## src/sv/lkvc_pkg.sv

```systemverilog
package lkvc_pkg;

	localparam int KEY_W    = 16;
	localparam int VALUE_W  = 32;
	localparam int CAP_W    = 5;
	localparam int WIDE_W   = 32;
	localparam int CMP_W    = 8;

	localparam logic [CAP_W-1:0]          CAP_RESET  = 5'd16;
	localparam logic signed [VALUE_W-1:0] MISS_VALUE = -32'sd1;

	typedef enum logic {
		ACT_GET = 1'b0,
		ACT_PUT = 1'b1
	} lkvc_action_t;

	typedef struct packed {
		lkvc_action_t              action;
		logic [KEY_W-1:0]          key;
		logic signed [VALUE_W-1:0] value_in;
	} lkvc_req_t;

	typedef struct packed {
		logic                      hit;
		logic signed [VALUE_W-1:0] read_value;
		logic                      evicted;
		logic [KEY_W-1:0]          evicted_key;
	} lkvc_rsp_t;

	// lookup status
	typedef struct packed {
		logic hit;
		logic free_found;
		logic lru_found;
	} lkvc_look_t;

	// state update command for one item
	typedef struct packed {
		logic touch;     // make target most recent and valid
		logic wr_key;
		logic wr_value;
		logic fill_inc;  // target is a free entry
	} lkvc_upd_t;

endpackage

```

## src/sv/lkvc_ifs.sv

```systemverilog
interface lkvc_req_if;
	logic              valid;
	logic              ready;
	lkvc_pkg::lkvc_req_t data;

	modport source (output valid, output data, input ready);
	modport sink   (input valid, input data, output ready);
endinterface

interface lkvc_rsp_if;
	logic              valid;
	logic              ready;
	lkvc_pkg::lkvc_rsp_t data;

	modport source (output valid, output data, input ready);
	modport sink   (input valid, input data, output ready);
endinterface

interface lkvc_cfg_if;
	logic                        valid;
	logic                        ready;
	logic [lkvc_pkg::CAP_W-1:0] data;

	modport source (output valid, output data, input ready);
	modport sink   (input valid, input data, output ready);
endinterface

```

## src/sv/lru_key_value_cache_top.sv

```systemverilog
// Fully associative key/value cache, least-recently-used replacement.
// req  : one item per access: action (get or put), key, value_in.
// rsp  : one item per request: hit, read_value, evicted, evicted_key.
//        A get miss reads -1, a put reads 0.
// cfg  : capacity_in_use write, always ready; write it only while idle.
//        0 acts as 1, values above CAPACITY act as CAPACITY.
// Items wait in the input register until the result slot frees.
// Throughput: one item per cycle while rsp is taken; all entries are compared
// in parallel and the recency ranks update in the same cycle the result is
// registered. A stalled rsp holds its result; one more item waits in the input
// register, after which req.ready drops until rsp is taken.
// Reset empties the cache (all entries invalid, ranks and fill cleared) and
// sets capacity_in_use to 16. No clearing pass is needed.
module lru_key_value_cache_top #(
	parameter int CAPACITY   = 16,
	parameter int KEY_BITS   = 16,
	parameter int VALUE_BITS = 32
) (
	input logic      clk,
	input logic      arst_n,
	lkvc_req_if.sink   req,
	lkvc_rsp_if.source rsp,
	lkvc_cfg_if.sink   cfg
);

	localparam int RW = (CAPACITY > 1) ? $clog2(CAPACITY) : 1;
	localparam int FW = $clog2(CAPACITY + 1);
	localparam int CW = lkvc_pkg::CMP_W;

	lkvc_pkg::lkvc_req_t       req_s1;
	logic                      req_valid_s1;
	lkvc_pkg::lkvc_rsp_t       rsp_q;
	logic                      rsp_valid_q;
	logic [lkvc_pkg::CAP_W-1:0] cap_q;

	logic                      advance;
	logic [lkvc_pkg::WIDE_W-1:0] key_wide;
	logic [KEY_BITS-1:0]       key_used;

	logic [KEY_BITS-1:0]       keys [CAPACITY];
	logic [VALUE_BITS-1:0]     values [CAPACITY];
	logic [RW-1:0]             ranks [CAPACITY];
	logic [CAPACITY-1:0]       valid;
	logic [FW-1:0]             fill;

	logic [CAPACITY-1:0]       match_oh;
	logic [CAPACITY-1:0]       free_oh;
	logic [CAPACITY-1:0]       lru_oh;
	lkvc_pkg::lkvc_look_t      look;

	lkvc_pkg::lkvc_upd_t       upd;
	lkvc_pkg::lkvc_upd_t       upd_gated;
	logic [CAPACITY-1:0]       tgt_oh;
	lkvc_pkg::lkvc_rsp_t       rsp_d;

	logic [VALUE_BITS-1:0]     value_sel;
	logic signed [VALUE_BITS-1:0] value_sel_s;
	logic [KEY_BITS-1:0]       lru_key;
	logic [lkvc_pkg::WIDE_W-1:0] lru_key_wide;
	logic [CW-1:0]             cap_eff;
	logic                      room;

	// handshake: the input register moves on whenever the result slot frees
	assign advance   = req_valid_s1 && (!rsp_valid_q || rsp.ready);
	assign req.ready = !req_valid_s1 || advance;
	assign cfg.ready = 1'b1;

	always_ff @(posedge clk or negedge arst_n) begin
		if (!arst_n) begin
			req_valid_s1 <= 1'b0;
			rsp_valid_q  <= 1'b0;
			cap_q        <= lkvc_pkg::CAP_RESET;
		end else begin
			if (req.ready) begin
				req_valid_s1 <= req.valid;
			end
			if (advance) begin
				rsp_valid_q <= 1'b1;
			end else if (rsp.ready) begin
				rsp_valid_q <= 1'b0;
			end
			if (cfg.valid) begin
				cap_q <= cfg.data;
			end
		end
	end

	always_ff @(posedge clk) begin
		if (req.valid && req.ready) begin
			req_s1 <= req.data;
		end
		if (advance) begin
			rsp_q <= rsp_d;
		end
	end

	assign key_wide = lkvc_pkg::WIDE_W'(req_s1.key);
	assign key_used = key_wide[KEY_BITS-1:0];

	lkvc_lookup #(
		.CAPACITY (CAPACITY),
		.KEY_BITS (KEY_BITS),
		.RW       (RW),
		.FW       (FW)
	) u_lookup (
		.key      (key_used),
		.keys     (keys),
		.ranks    (ranks),
		.valid    (valid),
		.fill     (fill),
		.match_oh (match_oh),
		.free_oh  (free_oh),
		.lru_oh   (lru_oh),
		.look     (look)
	);

	always_comb begin
		value_sel = '0;
		lru_key   = '0;
		for (int i = 0; i < CAPACITY; i++) begin
			value_sel = value_sel | (values[i] & {VALUE_BITS{match_oh[i]}});
			lru_key   = lru_key | (keys[i] & {KEY_BITS{lru_oh[i]}});
		end
	end

	assign value_sel_s  = value_sel;
	assign lru_key_wide = lkvc_pkg::WIDE_W'(lru_key);

	always_comb begin
		priority if (cap_q == '0) begin
			cap_eff = CW'(1);
		end else if (CW'(cap_q) > CW'(CAPACITY)) begin
			cap_eff = CW'(CAPACITY);
		end else begin
			cap_eff = CW'(cap_q);
		end
	end

	assign room = CW'(fill) < cap_eff;

	always_comb begin
		upd               = '0;
		tgt_oh            = match_oh;
		rsp_d.hit         = look.hit;
		rsp_d.read_value  = '0;
		rsp_d.evicted     = 1'b0;
		rsp_d.evicted_key = '0;
		unique case (req_s1.action)
			lkvc_pkg::ACT_GET: begin
				if (look.hit) begin
					rsp_d.read_value = lkvc_pkg::VALUE_W'(value_sel_s);
					upd.touch        = 1'b1;
				end else begin
					rsp_d.read_value = lkvc_pkg::MISS_VALUE;
				end
			end
			lkvc_pkg::ACT_PUT: begin
				upd.touch    = 1'b1;
				upd.wr_value = 1'b1;
				priority if (look.hit) begin
					tgt_oh = match_oh;
				end else if (room) begin
					tgt_oh       = free_oh;
					upd.wr_key   = 1'b1;
					upd.fill_inc = 1'b1;
				end else begin
					// full: replace the least recent entry
					tgt_oh            = lru_oh;
					upd.wr_key        = 1'b1;
					rsp_d.evicted     = 1'b1;
					rsp_d.evicted_key = lru_key_wide[lkvc_pkg::KEY_W-1:0];
				end
			end
			default: begin
				upd = '0;
			end
		endcase
	end

	assign upd_gated = advance ? upd : '0;

	lkvc_entries #(
		.CAPACITY   (CAPACITY),
		.KEY_BITS   (KEY_BITS),
		.VALUE_BITS (VALUE_BITS),
		.RW         (RW),
		.FW         (FW)
	) u_entries (
		.clk      (clk),
		.arst_n   (arst_n),
		.upd      (upd_gated),
		.tgt_oh   (tgt_oh),
		.key_wr   (key_used),
		.value_wr (req_s1.value_in[VALUE_BITS-1:0]),
		.keys     (keys),
		.values   (values),
		.ranks    (ranks),
		.valid    (valid),
		.fill     (fill)
	);

	assign rsp.valid = rsp_valid_q;
	assign rsp.data  = rsp_q;

`ifndef ASSERT_OFF
	a_fill_matches_valid: assert property (@(posedge clk) disable iff (!arst_n)
		$countones(valid) == int'(fill))
		else $error("fill count disagrees with valid entries");

	a_single_match: assert property (@(posedge clk) disable iff (!arst_n)
		$onehot0(match_oh) && !(look.hit && (match_oh == '0)))
		else $error("key match is not unique");

	a_insert_has_slot: assert property (@(posedge clk) disable iff (!arst_n)
		upd_gated.fill_inc |-> look.free_found && $onehot(free_oh))
		else $error("insert without a free entry");

	a_evict_has_victim: assert property (@(posedge clk) disable iff (!arst_n)
		(advance && rsp_d.evicted) |-> look.lru_found && !look.hit)
		else $error("eviction without a least recent entry");
`endif

endmodule

```

## src/sv/lkvc_lookup.sv

```systemverilog
module lkvc_lookup #(
	parameter int CAPACITY = 16,
	parameter int KEY_BITS = 16,
	parameter int RW       = 4,
	parameter int FW       = 5
) (
	input  logic [KEY_BITS-1:0] key,
	input  logic [KEY_BITS-1:0] keys [CAPACITY],
	input  logic [RW-1:0]       ranks [CAPACITY],
	input  logic [CAPACITY-1:0] valid,
	input  logic [FW-1:0]       fill,
	output logic [CAPACITY-1:0] match_oh,
	output logic [CAPACITY-1:0] free_oh,
	output logic [CAPACITY-1:0] lru_oh,
	output lkvc_pkg::lkvc_look_t look
);

	logic [CAPACITY-1:0] match_vec;
	logic [CAPACITY-1:0] lru_vec;
	logic [FW-1:0]       oldest;

	assign oldest = fill - FW'(1);

	always_comb begin
		for (int i = 0; i < CAPACITY; i++) begin
			match_vec[i] = valid[i] && (keys[i] == key);
			// valid ranks are always 0 .. fill-1, so the oldest holds fill-1
			lru_vec[i]   = valid[i] && (FW'(ranks[i]) == oldest);
		end
	end

	// lowest set bit of each vector
	assign match_oh = match_vec & (~match_vec + CAPACITY'(1));
	assign free_oh  = ~valid & (valid + CAPACITY'(1));
	assign lru_oh   = lru_vec & (~lru_vec + CAPACITY'(1));

	assign look.hit        = |match_vec;
	assign look.free_found = ~&valid;
	assign look.lru_found  = |lru_vec;

endmodule

```

## src/sv/lkvc_entries.sv

```systemverilog
module lkvc_entries #(
	parameter int CAPACITY   = 16,
	parameter int KEY_BITS   = 16,
	parameter int VALUE_BITS = 32,
	parameter int RW         = 4,
	parameter int FW         = 5
) (
	input  logic                  clk,
	input  logic                  arst_n,
	input  lkvc_pkg::lkvc_upd_t   upd,
	input  logic [CAPACITY-1:0]   tgt_oh,
	input  logic [KEY_BITS-1:0]   key_wr,
	input  logic [VALUE_BITS-1:0] value_wr,
	output logic [KEY_BITS-1:0]   keys [CAPACITY],
	output logic [VALUE_BITS-1:0] values [CAPACITY],
	output logic [RW-1:0]         ranks [CAPACITY],
	output logic [CAPACITY-1:0]   valid,
	output logic [FW-1:0]         fill
);

	logic [KEY_BITS-1:0]   key_q   [CAPACITY];
	logic [VALUE_BITS-1:0] value_q [CAPACITY];
	logic [RW-1:0]         rank_q  [CAPACITY];
	logic [CAPACITY-1:0]   valid_q;
	logic [FW-1:0]         fill_q;
	logic [RW-1:0]         tgt_rank;
	logic [FW-1:0]         thresh;

	always_comb begin
		tgt_rank = '0;
		for (int i = 0; i < CAPACITY; i++) begin
			tgt_rank = tgt_rank | (rank_q[i] & {RW{tgt_oh[i]}});
		end
	end

	// an insert ages every valid entry, a promote only those younger than the target
	assign thresh = upd.fill_inc ? fill_q : FW'(tgt_rank);

	always_ff @(posedge clk) begin
		for (int i = 0; i < CAPACITY; i++) begin
			if (tgt_oh[i] && upd.wr_key) begin
				key_q[i] <= key_wr;
			end
			if (tgt_oh[i] && upd.wr_value) begin
				value_q[i] <= value_wr;
			end
		end
	end

	always_ff @(posedge clk or negedge arst_n) begin
		if (!arst_n) begin
			valid_q <= '0;
			fill_q  <= '0;
			for (int i = 0; i < CAPACITY; i++) begin
				rank_q[i] <= '0;
			end
		end else if (upd.touch) begin
			for (int i = 0; i < CAPACITY; i++) begin
				if (tgt_oh[i]) begin
					rank_q[i]  <= '0;
					valid_q[i] <= 1'b1;
				end else if (valid_q[i] && (FW'(rank_q[i]) < thresh)) begin
					rank_q[i] <= rank_q[i] + RW'(1);
				end
			end
			if (upd.fill_inc) begin
				fill_q <= fill_q + FW'(1);
			end
		end
	end

	assign keys   = key_q;
	assign values = value_q;
	assign ranks  = rank_q;
	assign valid  = valid_q;
	assign fill   = fill_q;

endmodule

```

## src/flat_wrapper.sv

```systemverilog
// flat-port wrapper written by rule: the top's interface ports become plain ports
module lru_key_value_cache_top_flat 
#(
	parameter int CAPACITY   = 16,
	parameter int KEY_BITS   = 16,
	parameter int VALUE_BITS = 32
)
  (clk, arst_n, req_valid, req_data, req_ready, rsp_valid, rsp_data, rsp_ready, cfg_valid, cfg_data, cfg_ready);
  lkvc_req_if req_i ();
  lkvc_rsp_if rsp_i ();
  lkvc_cfg_if cfg_i ();
  input logic clk;
  input logic arst_n;
  input wire logic [$bits(req_i.valid)-1:0] req_valid;
  input wire logic [$bits(req_i.data)-1:0] req_data;
  output wire logic [$bits(req_i.ready)-1:0] req_ready;
  output wire logic [$bits(rsp_i.valid)-1:0] rsp_valid;
  output wire logic [$bits(rsp_i.data)-1:0] rsp_data;
  input wire logic [$bits(rsp_i.ready)-1:0] rsp_ready;
  input wire logic [$bits(cfg_i.valid)-1:0] cfg_valid;
  input wire logic [$bits(cfg_i.data)-1:0] cfg_data;
  output wire logic [$bits(cfg_i.ready)-1:0] cfg_ready;
  assign req_i.valid = req_valid;
  assign req_i.data = req_data;
  assign req_ready = req_i.ready;
  assign rsp_valid = rsp_i.valid;
  assign rsp_data = rsp_i.data;
  assign rsp_i.ready = rsp_ready;
  assign cfg_i.valid = cfg_valid;
  assign cfg_i.data = cfg_data;
  assign cfg_ready = cfg_i.ready;
  lru_key_value_cache_top #(.CAPACITY(CAPACITY), .KEY_BITS(KEY_BITS), .VALUE_BITS(VALUE_BITS)) u_core (.clk(clk), .arst_n(arst_n), .req(req_i), .rsp(rsp_i), .cfg(cfg_i));
endmodule
```

## config.mk

```make
export PLATFORM = sky130hd
export DESIGN_NAME = lru_key_value_cache_top_flat
export DESIGN_NICKNAME = d
export VERILOG_FILES = /design/src/sv/lkvc_pkg.sv /design/src/sv/lkvc_ifs.sv /design/src/sv/lru_key_value_cache_top.sv /design/src/sv/lkvc_lookup.sv /design/src/sv/lkvc_entries.sv /design/src/flat_wrapper.sv
export SDC_FILE = /design/constraint.sdc
export NUM_CORES = 1
export LEC_CHECK = 0
export BUFFER_PORTS_ARGS = -buffer_cell sky130_fd_sc_hd__buf_4
export CORE_MARGIN = 2
export CORE_UTILIZATION = 45
export DETAILED_ROUTE_END_ITERATION = 7
export PLACE_DENSITY = 0.67
export SLEW_MARGIN = 30
export SYNTH_ARGS = -nofsm -noshare
export SYNTH_HDL_FRONTEND = slang
export SYNTH_HIERARCHICAL = 1
export SYNTH_SLANG_ARGS = --single-unit
```

## constraint.sdc

```tcl
create_clock -name clk -period 6.1 [get_ports clk]
set_input_delay 0.305 -clock clk [delete_from_list [all_inputs] [get_ports clk]]
set_output_delay 0.305 -clock clk [all_outputs]
set_load 0.02 [all_outputs]
```

Word level (Yosys, flattened, before mapping). Cells that the tools add are included.

Register bits after elaboration: 959. Bits of input ports: 59. Logic and storage cells: 435.

Add/subtract/negate cells: 21. Order comparisons: 18. Equal/unequal tests: 32. Multiplexer cells: 49. Bitwise logic cells: 100. Reduce and logical (&&, ||, !) cells: 140.

Operators by type and width (number): 32-bit bitwise AND (16); 32-bit OR (15); 16-bit bitwise AND (19); 16-bit equality test (16); 16-bit OR (15); 4-bit 2-to-1 mux (33); 1-bit logical AND (82); 4-bit by 5-bit equality test with 1-bit output (16); 4-bit by 5-bit < comparator with 1-bit output (16); 2-bit AND reduction (33); 4-bit by 1-bit adder with 4-bit output, second input constant (16); 4-bit bitwise AND (16); 4-bit OR (15); 16-bit by 1-bit adder with 16-bit output, second input constant (3); 16-bit 2-to-1 mux (3); 16-bit NOT (3); 2-bit nonzero test (17); 32-bit 2-to-1 mux (1); 18-bit OR reduction (1); 17-bit 2-to-1 mux (1); 17-bit OR reduction (1); 16-bit OR reduction (1); 5-bit 2-to-1 mux (2); 5-bit by 8-bit < comparator with 1-bit output (1); 11 further kinds (18).

Longest topological paths before layout. Gate-level depths: netlist of the first run.

Depth after elaboration: 30. Mapped depth: 28. Mapped depth without buffers: 21.

Cells and area by module. Netlist of the first run, hierarchy kept.

Modules (own cells, without submodules): lkvc_entries (times used 1, cells each 1557, area an instance 30158.9 sq um, seq. area each 25189.2 sq um); lru_key_value_cache_top (times used 1, cells each 910, area an instance 8578.2 sq um, seq. area each 3149.3 sq um); lkvc_lookup (times used 1, cells each 589, area an instance 4586.9 sq um, seq. area each 0.0 sq um).

Worst setup path before layout of the first run. OpenSTA, ideal clock, no wires.

Kind: register -> register. Start point: reg u_core.u_entries.fill_q[0], in the netlist u_core/u_entries/fill[0]. End point: reg u_core.u_entries.rank_q (netlist bit u_core/u_entries/ranks[43]). Library setup time: 0.069 ns. Arrival: 6.663 ns. Data required time: 6.031 ns. Slack: -0.632 ns. Cell stages (with the launch flop): 28. Clock period less this slack: 6.732 ns. Path through: dfrtp_1 -> buf_6 -> buf_1 -> inv_1 -> ha_1 -> clkbuf_1 -> buf_2 -> xor2_1 -> nand3_1 -> nor4_1 -> and2b_1 -> nand4_2 -> nor2_1 -> clkbuf_1 -> buf_2 -> o311ai_0 -> a211oi_1 -> clkbuf_1 -> a22o_1 -> a221oi_1 -> nand4_1 -> mux2i_1 -> ha_1 -> a21o_1 -> a21o_1 -> a21o_1 -> or4_1 -> nand3_1.

Elaborated cells between the ends (all ways): 81.

RTL lines: start: declaration (line lkvc_entries.sv:25) `logic [FW-1:0] fill_q;`; start signal: assignment (line lkvc_entries.sv:67) `fill_q <= fill_q + FW'(1);`; 5-bit by 1-bit subtractor with 5-bit output * (line lkvc_lookup.sv:22) `assign oldest = fill - FW'(1);`; 4-bit by 5-bit equality test with 1-bit output (line lkvc_lookup.sv:28) `lru_vec[i] = valid[i] && (FW'(ranks[i]) == oldest);`; 1-bit logical AND (line lkvc_lookup.sv:28); 16-bit NOT (line lkvc_lookup.sv:35) `assign lru_oh = lru_vec & (~lru_vec + CAPACITY'(1));`; 16-bit by 1-bit adder with 16-bit output (line lkvc_lookup.sv:35); 16-bit bitwise AND * (line lkvc_lookup.sv:35); named net u_core.lru_oh[9] (line lru_key_value_cache_top.sv:48) `logic [CAPACITY-1:0] lru_oh;`; 16-bit 2-to-1 mux * (line lru_key_value_cache_top.sv:162) `end else if (room) begin`; [... 2 more ...]; named net u_core.tgt_oh[9] (line lru_key_value_cache_top.sv:53) `logic [CAPACITY-1:0] tgt_oh;`; 4-bit bitwise AND * (line lkvc_entries.sv:32) `tgt_rank = tgt_rank | (rank_q[i] & {RW{tgt_oh[i]}});`; 4-bit OR * (7 in series) (line lkvc_entries.sv:32); 5-bit 2-to-1 mux * (line lkvc_entries.sv:37) `assign thresh = upd.fill_inc ? fill_q : FW'(tgt_rank);`; 4-bit by 5-bit < comparator with 1-bit output * (line lkvc_entries.sv:62) `end else if (valid_q[i] && (FW'(rank_q[i]) < thresh)) begin`; 1-bit logical AND * (line lkvc_entries.sv:62); 2-bit nonzero test (no line) *; 2-bit AND reduction (no line) *; end signal: indexed assignment (line lkvc_entries.sv:63) `rank_q[i] <= rank_q[i] + RW'(1);`; end: declaration (line lkvc_entries.sv:23) `logic [RW-1:0] rank_q [CAPACITY];`.

Mark *: on every way through the listed nets, which the timed path passes. The rest lies on a longest branch. A chain may end at the register's enable or synchronous reset.

==> impl_metrics.json, run 1 <==
{
  "rsz0062_at_grt": "false",
  "max-slew-margin-rel_pct": 38.0,
  "syn_inst": 3052,
  "critPathCaptureType": "flip-flop",
  "htreeDepth": 3,
  "status": "complete, but fails checks",
  "totalWireLength_mm": 141,
  "hold_slack_ns": 0.169,
  "clock.fmax_mhz": 167,
  "stdcell_count": 4807,
  "n_fill_cell": 7688,
  "firstDrtPassIters": 8,
  "rr_worst_depth": 26,
  "rows": 113,
  "synth.net_count": 3181,
  "dieArea_sq_mm": 0.0987,
  "met2_usage_pct": 42.9,
  "cp-start-kind": "flip-flop",
  "io_buffers": 110,
  "cts_buffers": 98,
  "vdd_ir_drop_max_mv": 0.244,
  "post_synth.cell_area_avg_sq_um": 14.2,
  "drt_iter0_markers": 4450,
  "post-route-drc-count": 3,
  "drv_cap": 0,
  "vias_per_cell": 6.39,
  "finalHoldViolCount": 0,
  "num_io_pins": 112,
  "finalCritPeriodShare_pct": 98.3,
  "dieHeight_um": 314,
  "netlist_area_sq_mm": 0.0433,
  "p_leak_nw": 17.6,
  "switching_share_pct": 33.3,
  "nets": 3593,
  "dp_hpwl_mm": 87.5,
  "synth_warnings": 6,
  "via_count": 30700,
  "cts.sinks": 959,
  "use_met1_pct": 38.6,
  "layout_common_cells": "edfxtp_1, buf_4, xnor2_1",
  "layout_commonest_cell": "edfxtp_1",
  "cp.required_ns": 6.65,
  "grt_usage_pct": 27.9,
  "slew_viol_final": 0,
  "cts_tree": "done",
  "violations": "design-rule violations",
  "tns_ns": 0,
  "p_sw_mw": 6.90,
  "initial_utilization_pct": 45.5,
  "r2r_start": "u_core/key_used[8]",
  "multi_input_area_sq_mm": 0.0143,
  "die_w_um": 314,
  "finalSetupViolCount": 0,
  "grt_max_degree": 65,
  "pwr-share-seq_pct": 39.3,
  "crit_fanout": 12,
  "synthToLayoutAreaGrowth_pct": 19.7,
  "place_congestion": 1.02,
  "p_comb_share_pct": 31.7,
  "ctsLongestPathBuffers": 3,
  "clkTransAtPathRegs_ns": 0.06,
  "fin_skew_ns": 0.0588,
  "arrival_ns": 6.55,
  "met3_usage_pct": 6.61,
  "seq_area_sq_mm": 0.0283,
  "criticalPathCategory": "flip-flop to flip-flop",
  "intPower_mw": 13.8,
  "grt_busiest_layer": "met2",
  "p_per_area_mw_per_mm2": 400,
  "ff2ff_setup_slack_ns": 0.11,
  "utilization_pct": 54.5,
  "antenna_found_initial": 4,
  "drive_gt1_share_pct": 20.7,
  "grt_pass1_vias": 29400,
  "clk_latency_ns": 0.72,
  "r2r-end": "u_core/u_entries/ranks[59]",
  "hold_path.class": "input pin to async pin",
  "design.core.area_sq_mm": 0.0952,
  "dp_cells": 4563,
  "post_drt_wl_per_cell_um": 29.2,
  "grt-ovfl-total": 0,
  "clockPowerShare_pct": 29.0,
  "clock-root-buffer": "clkbuf_16",
  "drt.antenna.violating_nets": 0,
  "min_period_ns": 5.99,
  "tightestPinTransition_ns": 0.930,
  "grt_pass1_wl_mm": 202
}
worst max-delay path, cell delays in order, from the launching register on:
cell and delay (ns):
edfxtp_1 0.36, buf_4 0.19, buf_12 0.14, xnor2_1 0.11, buf_4 0.16, nand4_1 0.26
nor4_1 0.15, a32oi_1 0.28, nand4_1 0.17, or4b_4 0.56, nor2b_4 0.24, o21ai_4 0.17
buf_4 0.21, nor3_1 0.20, a211oi_2 0.09, buf_4 0.20, inv_1 0.07, o22ai_1 0.07
a221oi_1 0.52, nand4_1 0.24, mux2i_2 0.28, buf_12 0.19, ha_1 0.25, nand4_1 0.11
nand4_1 0.14, o211a_1 0.24, a211o_1 0.25
worst max path at each step:
stage | depth (start not counted) | slack, ns | start | endpoint
floorplan | 27 | 0.01 | u_core/u_entries/fill[0] | u_core/u_entries/ranks[43]
global placement | 22 | -0.27 | u_core/key_used[15] | u_core/u_entries/ranks[15]
detailed placement | 23 | -0.25 | u_core/key_used[15] | u_core/u_entries/ranks[11]
CTS | 22 | 0.009 | u_core/key_used[15] | u_core/u_entries/ranks[59]
global route | 27 | 0.02 | u_core/key_used[8] | u_core/u_entries/ranks[13]
finish | 26 | 0.11 | u_core/key_used[8] | u_core/u_entries/ranks[59]
final cells by class:
class,instances,share of cell area [%]
inverters,43,0.314
clock buffers,118,4.91
multi-input cells,1848,27.5
well taps,1265,3.05
repair buffers,514,8.28
clock inverters,58,1.28
flip-flops and latches,959,54.7
diodes,2,0.00965
registers in the layout, summed over array words and instances (netlist names), 5 cells and up:
register / count
u_core/rsp.data: 50
u_core/u_entries/values: 512
u_core/u_entries/keys: 256
u_core/u_entries/fill: 5
u_core/u_entries/ranks: 64
u_core/cap_q: 5
u_core/u_entries/valid: 16
u_core/req_s1: 33
u_core/key_used: 16
per-layer routing:
layer | vias to the layer above | wire length (um)
met4 | 0 | 5410
met5 | - | 0
li1 | 13000 | -
met1 | 15300 | 54900
met2 | 2056 | 63300
met3 | 329 | 16900
metrics by stage:
step,setup WS [ns],total power [mW],area (sq um)
floorplan,0.0101,11.9,43300
global route,0.0179,21.5,51800
CTS,0.00859,20.6,51700
detailed placement,-0.246,14.6,47900
global placement,-0.267,14.5,47800
finish,0.106,20.7,51800
power groups by stage:
stage / Clock, mW / Sequential, mW / Combinational (mW)
floorplan: 0 / 8.17 / 3.73
global placement: 0 / 8.25 / 6.26
detailed placement: 0 / 8.26 / 6.31
CTS: 6.08 / 8.13 / 6.39
global route: 6.32 / 8.18 / 7.00
finish: 6.00 / 8.14 / 6.57
timing repair:
action / in CTS / in global routing
gates resized for setup: 3 / 17
pin swaps: 0 / 6
endpoints found under the setup margin: 64 / 64
setup buffers: 0 / 7
endpoints found under the hold margin: 88 / 0
hold buffers: 59 / 0
No activity file was read; power rests on OpenSTA's default activity.
==> run 2, diff against run 1 <==
--- a/config.mk
+++ b/config.mk
@@ -6,10 +6,12 @@
 export NUM_CORES = 1
 export LEC_CHECK = 0
 export BUFFER_PORTS_ARGS = -buffer_cell sky130_fd_sc_hd__buf_4
+export CORE_ASPECT_RATIO = 0.9
 export CORE_MARGIN = 2
 export CORE_UTILIZATION = 45
 export DETAILED_ROUTE_END_ITERATION = 7
 export PLACE_DENSITY = 0.67
+export REMOVE_ABC_BUFFERS = 1
 export SLEW_MARGIN = 30
 export SYNTH_ARGS = -nofsm -noshare
 export SYNTH_HDL_FRONTEND = slang
==> run 2 against run 1 <==
The flow now finishes without violations. Total power grew 0.34%. Clock power about the same. First-iteration DRC count up 0.85%. Critical path depth stayed put. Sequential cell count unchanged. Routed wire length shrank 1.4%. Setup slack improved by 0.077 ns. Sequential share of layout area decreased by 0.15 points. Global-route usage decreased by 0.26 points. Utilization is 0.21 points higher. Largest power group unchanged. Highest routed layer is now met5.
==> impl_metrics.json, run 2 (synthesis results as in run 1) <==
{
  "largest_reg_flops": 512,
  "firstDrtPassIters": 6,
  "ctsLongestPathBuffers": 3,
  "p_per_area_mw_per_mm2": 400,
  "grt_pass1_wl_mm": 201,
  "min_period_ns": 5.92,
  "clockPowerShare_pct": 29.0,
  "nets": 3588,
  "max-slew-margin-rel_pct": 30.6,
  "synthToLayoutAreaGrowth_pct": 20.1,
  "p_comb_share_pct": 31.9,
  "vdd_ir_drop_max_mv": 0.271,
  "io_buffers": 110,
  "place_congestion": 0.959,
  "stdcell_count": 4793,
  "drv_cap": 0,
  "critPathCaptureType": "flip-flop",
  "grt_max_degree": 66,
  "tns_ns": 0,
  "initial_utilization_pct": 45.6,
  "worst_hold_path.endpoint": "u_core/rsp.valid",
  "ff2ff_setup_slack_ns": 0.18,
  "num_io_pins": 112,
  "drt.antenna.violating_nets": 0,
  "tightestPinTransition_ns": 1.04,
  "post-route-drc-count": 0,
  "intPower_mw": 13.8,
  "utilization_pct": 54.7,
  "cp-start-kind": "flip-flop",
  "totalWireLength_mm": 139,
  "diodes": 0,
  "n_fill_cell": 7602,
  "post_drt_wl_per_cell_um": 28.9,
  "worstHoldStart": "rsp_ready",
  "placed_cell_area_sq_mm": 0.0479,
  "grt_pass1_vias": 29400,
  "htreeDepth": 3,
  "dp_cells": 4543,
  "design.core.area_sq_mm": 0.0951,
  "dp_slack_ns": -0.362,
  "switching_share_pct": 33.4,
  "finalSetupViolCount": 0,
  "grt-ovfl-total": 0,
  "slew_viol_final": 0,
  "fin_skew_ns": 0.0438,
  "finalHoldViolCount": 0,
  "dieArea_sq_mm": 0.0987,
  "stdcell_area_sq_mm": 0.0520,
  "dieHeight_um": 298,
  "worst_slack_ns": 0.183,
  "layout_common_cells": "edfxtp_1, buf_4, xnor2_1",
  "holdPathStages": 3,
  "cp.required_ns": 6.66,
  "hold_path.class": "input pin to flip-flop",
  "via_count": 30700,
  "finalCritPeriodShare_pct": 97.0,
  "drive_gt1_share_pct": 21.0,
  "r2r-end": "u_core/u_entries/ranks[51]",
  "die_w_um": 331,
  "clk_latency_ns": 0.70,
  "clock.fmax_mhz": 169,
  "crit_fanout": 29,
  "cts_tree": "done",
  "cts.sinks": 959,
  "rows": 107,
  "rr_worst_depth": 26,
  "criticalPathCategory": "flip-flop to flip-flop",
  "p_sw_mw": 6.94,
  "vias_per_cell": 6.41,
  "clkTransAtPathRegs_ns": 0.07,
  "antenna_found_initial": 2,
  "r2r_start": "u_core/key_used[2]",
  "dp_hpwl_mm": 86.2,
  "drt_iter0_markers": 4488,
  "grt_usage_pct": 27.6,
  "p_leak_nw": 17.7,
  "layout_commonest_cell": "edfxtp_1",
  "cts_buffers": 98,
  "clock-root-buffer": "clkbuf_16",
  "status": "finished, final reports clean",
  "arrival_ns": 6.48,
  "pwr-share-seq_pct": 39.2
}
-- run 2: cell types whose count changed in the layout (fill, tap and decap cells not counted), sizes merged, moves of 2 or more --
cell	delta
buf	-5
inv	+5
clkinv	-4
clkbuf	+3
clkinvlp	+3
diode	-2
-- run 2: power by group through the flow --
| stage | logic [mW] | clock network (mW) | registers [mW] |
|---|---|---|---|
| floorplan | 3.47 | 0 | 8.23 |
| global placement | 6.24 | 0 | 8.25 |
| detailed placement | 6.28 | 0 | 8.26 |
| CTS | 6.35 | 6.10 | 8.13 |
| global route | 7.08 | 6.36 | 8.18 |
| finish | 6.63 | 6.02 | 8.14 |
-- run 2: layout make-up --
type                            instances  area, sq um  area share, %
Clock buffer                          120         2560           4.92
Inverter                               43          163          0.313
Tap cell                             1253         1570           3.02
Timing Repair Buffer                  509         4410           8.48
Multi-Input combinational cell       1848        14300           27.5
Clock inverter                         61          664           1.28
Sequential cell                       959        28300           54.5
-- run 2: per-stage QoR --
| stage | power, mW | hold WS, ns |
|---|---|---|
| after global routing | 21.6 | 0.0259 |
| after detailed placement | 14.5 | 0.371 |
| after CTS | 20.6 | 0.0104 |
| after floorplan | 11.7 | 0.00941 |
| final | 20.8 | 0.0770 |
| after global placement | 14.5 | 0.367 |
-- run 2: what timing repair did --
item,in CTS,in global routing
endpoints found under the setup margin,64,64
pin swaps,0,2
hold buffers,58,0
gates cloned,0,1
setup buffers,1,7
hold endpoints to repair,100,0
gates resized for setup,5,23
-- run 2: worst max-delay path by stage --
stage / start / to / slack, ns / cells after the start
floorplan: u_core/u_entries/fill[0] / u_core/u_entries/ranks[31] / -1.66 / 20
global placement: u_core/key_used[2] / u_core/u_entries/ranks[63] / -0.25 / 24
CTS: u_core/key_used[6] / u_core/u_entries/ranks[51] / 0.004 / 26
global route: u_core/key_used[5] / u_core/u_entries/ranks[34] / -0.003 / 24
detailed placement: u_core/key_used[2] / u_core/u_entries/ranks[39] / -0.36 / 24
finish: u_core/key_used[2] / u_core/u_entries/ranks[51] / 0.18 / 26
-- run 2: critical path, stage by stage (launching register included) --
cell	delay [ns]
edfxtp_1	0.46
buf_12	0.21
xor2_4	0.21
nor4_1	0.10
nand4_1	0.17
nor4_1	0.10
or4_4	0.45
or4b_4	0.58
nor2b_4	0.22
buf_4	0.14
buf_4	0.16
o311ai_0	0.16
a211oi_2	0.36
buf_4	0.22
inv_1	0.10
o22ai_1	0.21
a221oi_1	0.09
buf_4	0.16
nand4_1	0.08
mux2i_2	0.11
buf_4	0.21
ha_1	0.19
a21o_1	0.17
a21o_1	0.20
a21o_1	0.22
o211a_1	0.23
a211o_1	0.25
-- run 2: routing by layer --
| layer | up-vias | global-route usage (%) | part of all wire, % | wire length, um |
|---|---|---|---|---|
| met1 | 15400 | 39.3 | 40 | 55300 |
| met4 | 4 | 9.32 | 3.5 | 4850 |
| li1 | 13000 | - | - | - |
| met5 | - | 0 | 0.019 | 27 |
| met3 | 302 | 5.40 | 11 | 15300 |
| met2 | 2021 | 42.5 | 45 | 63000 |
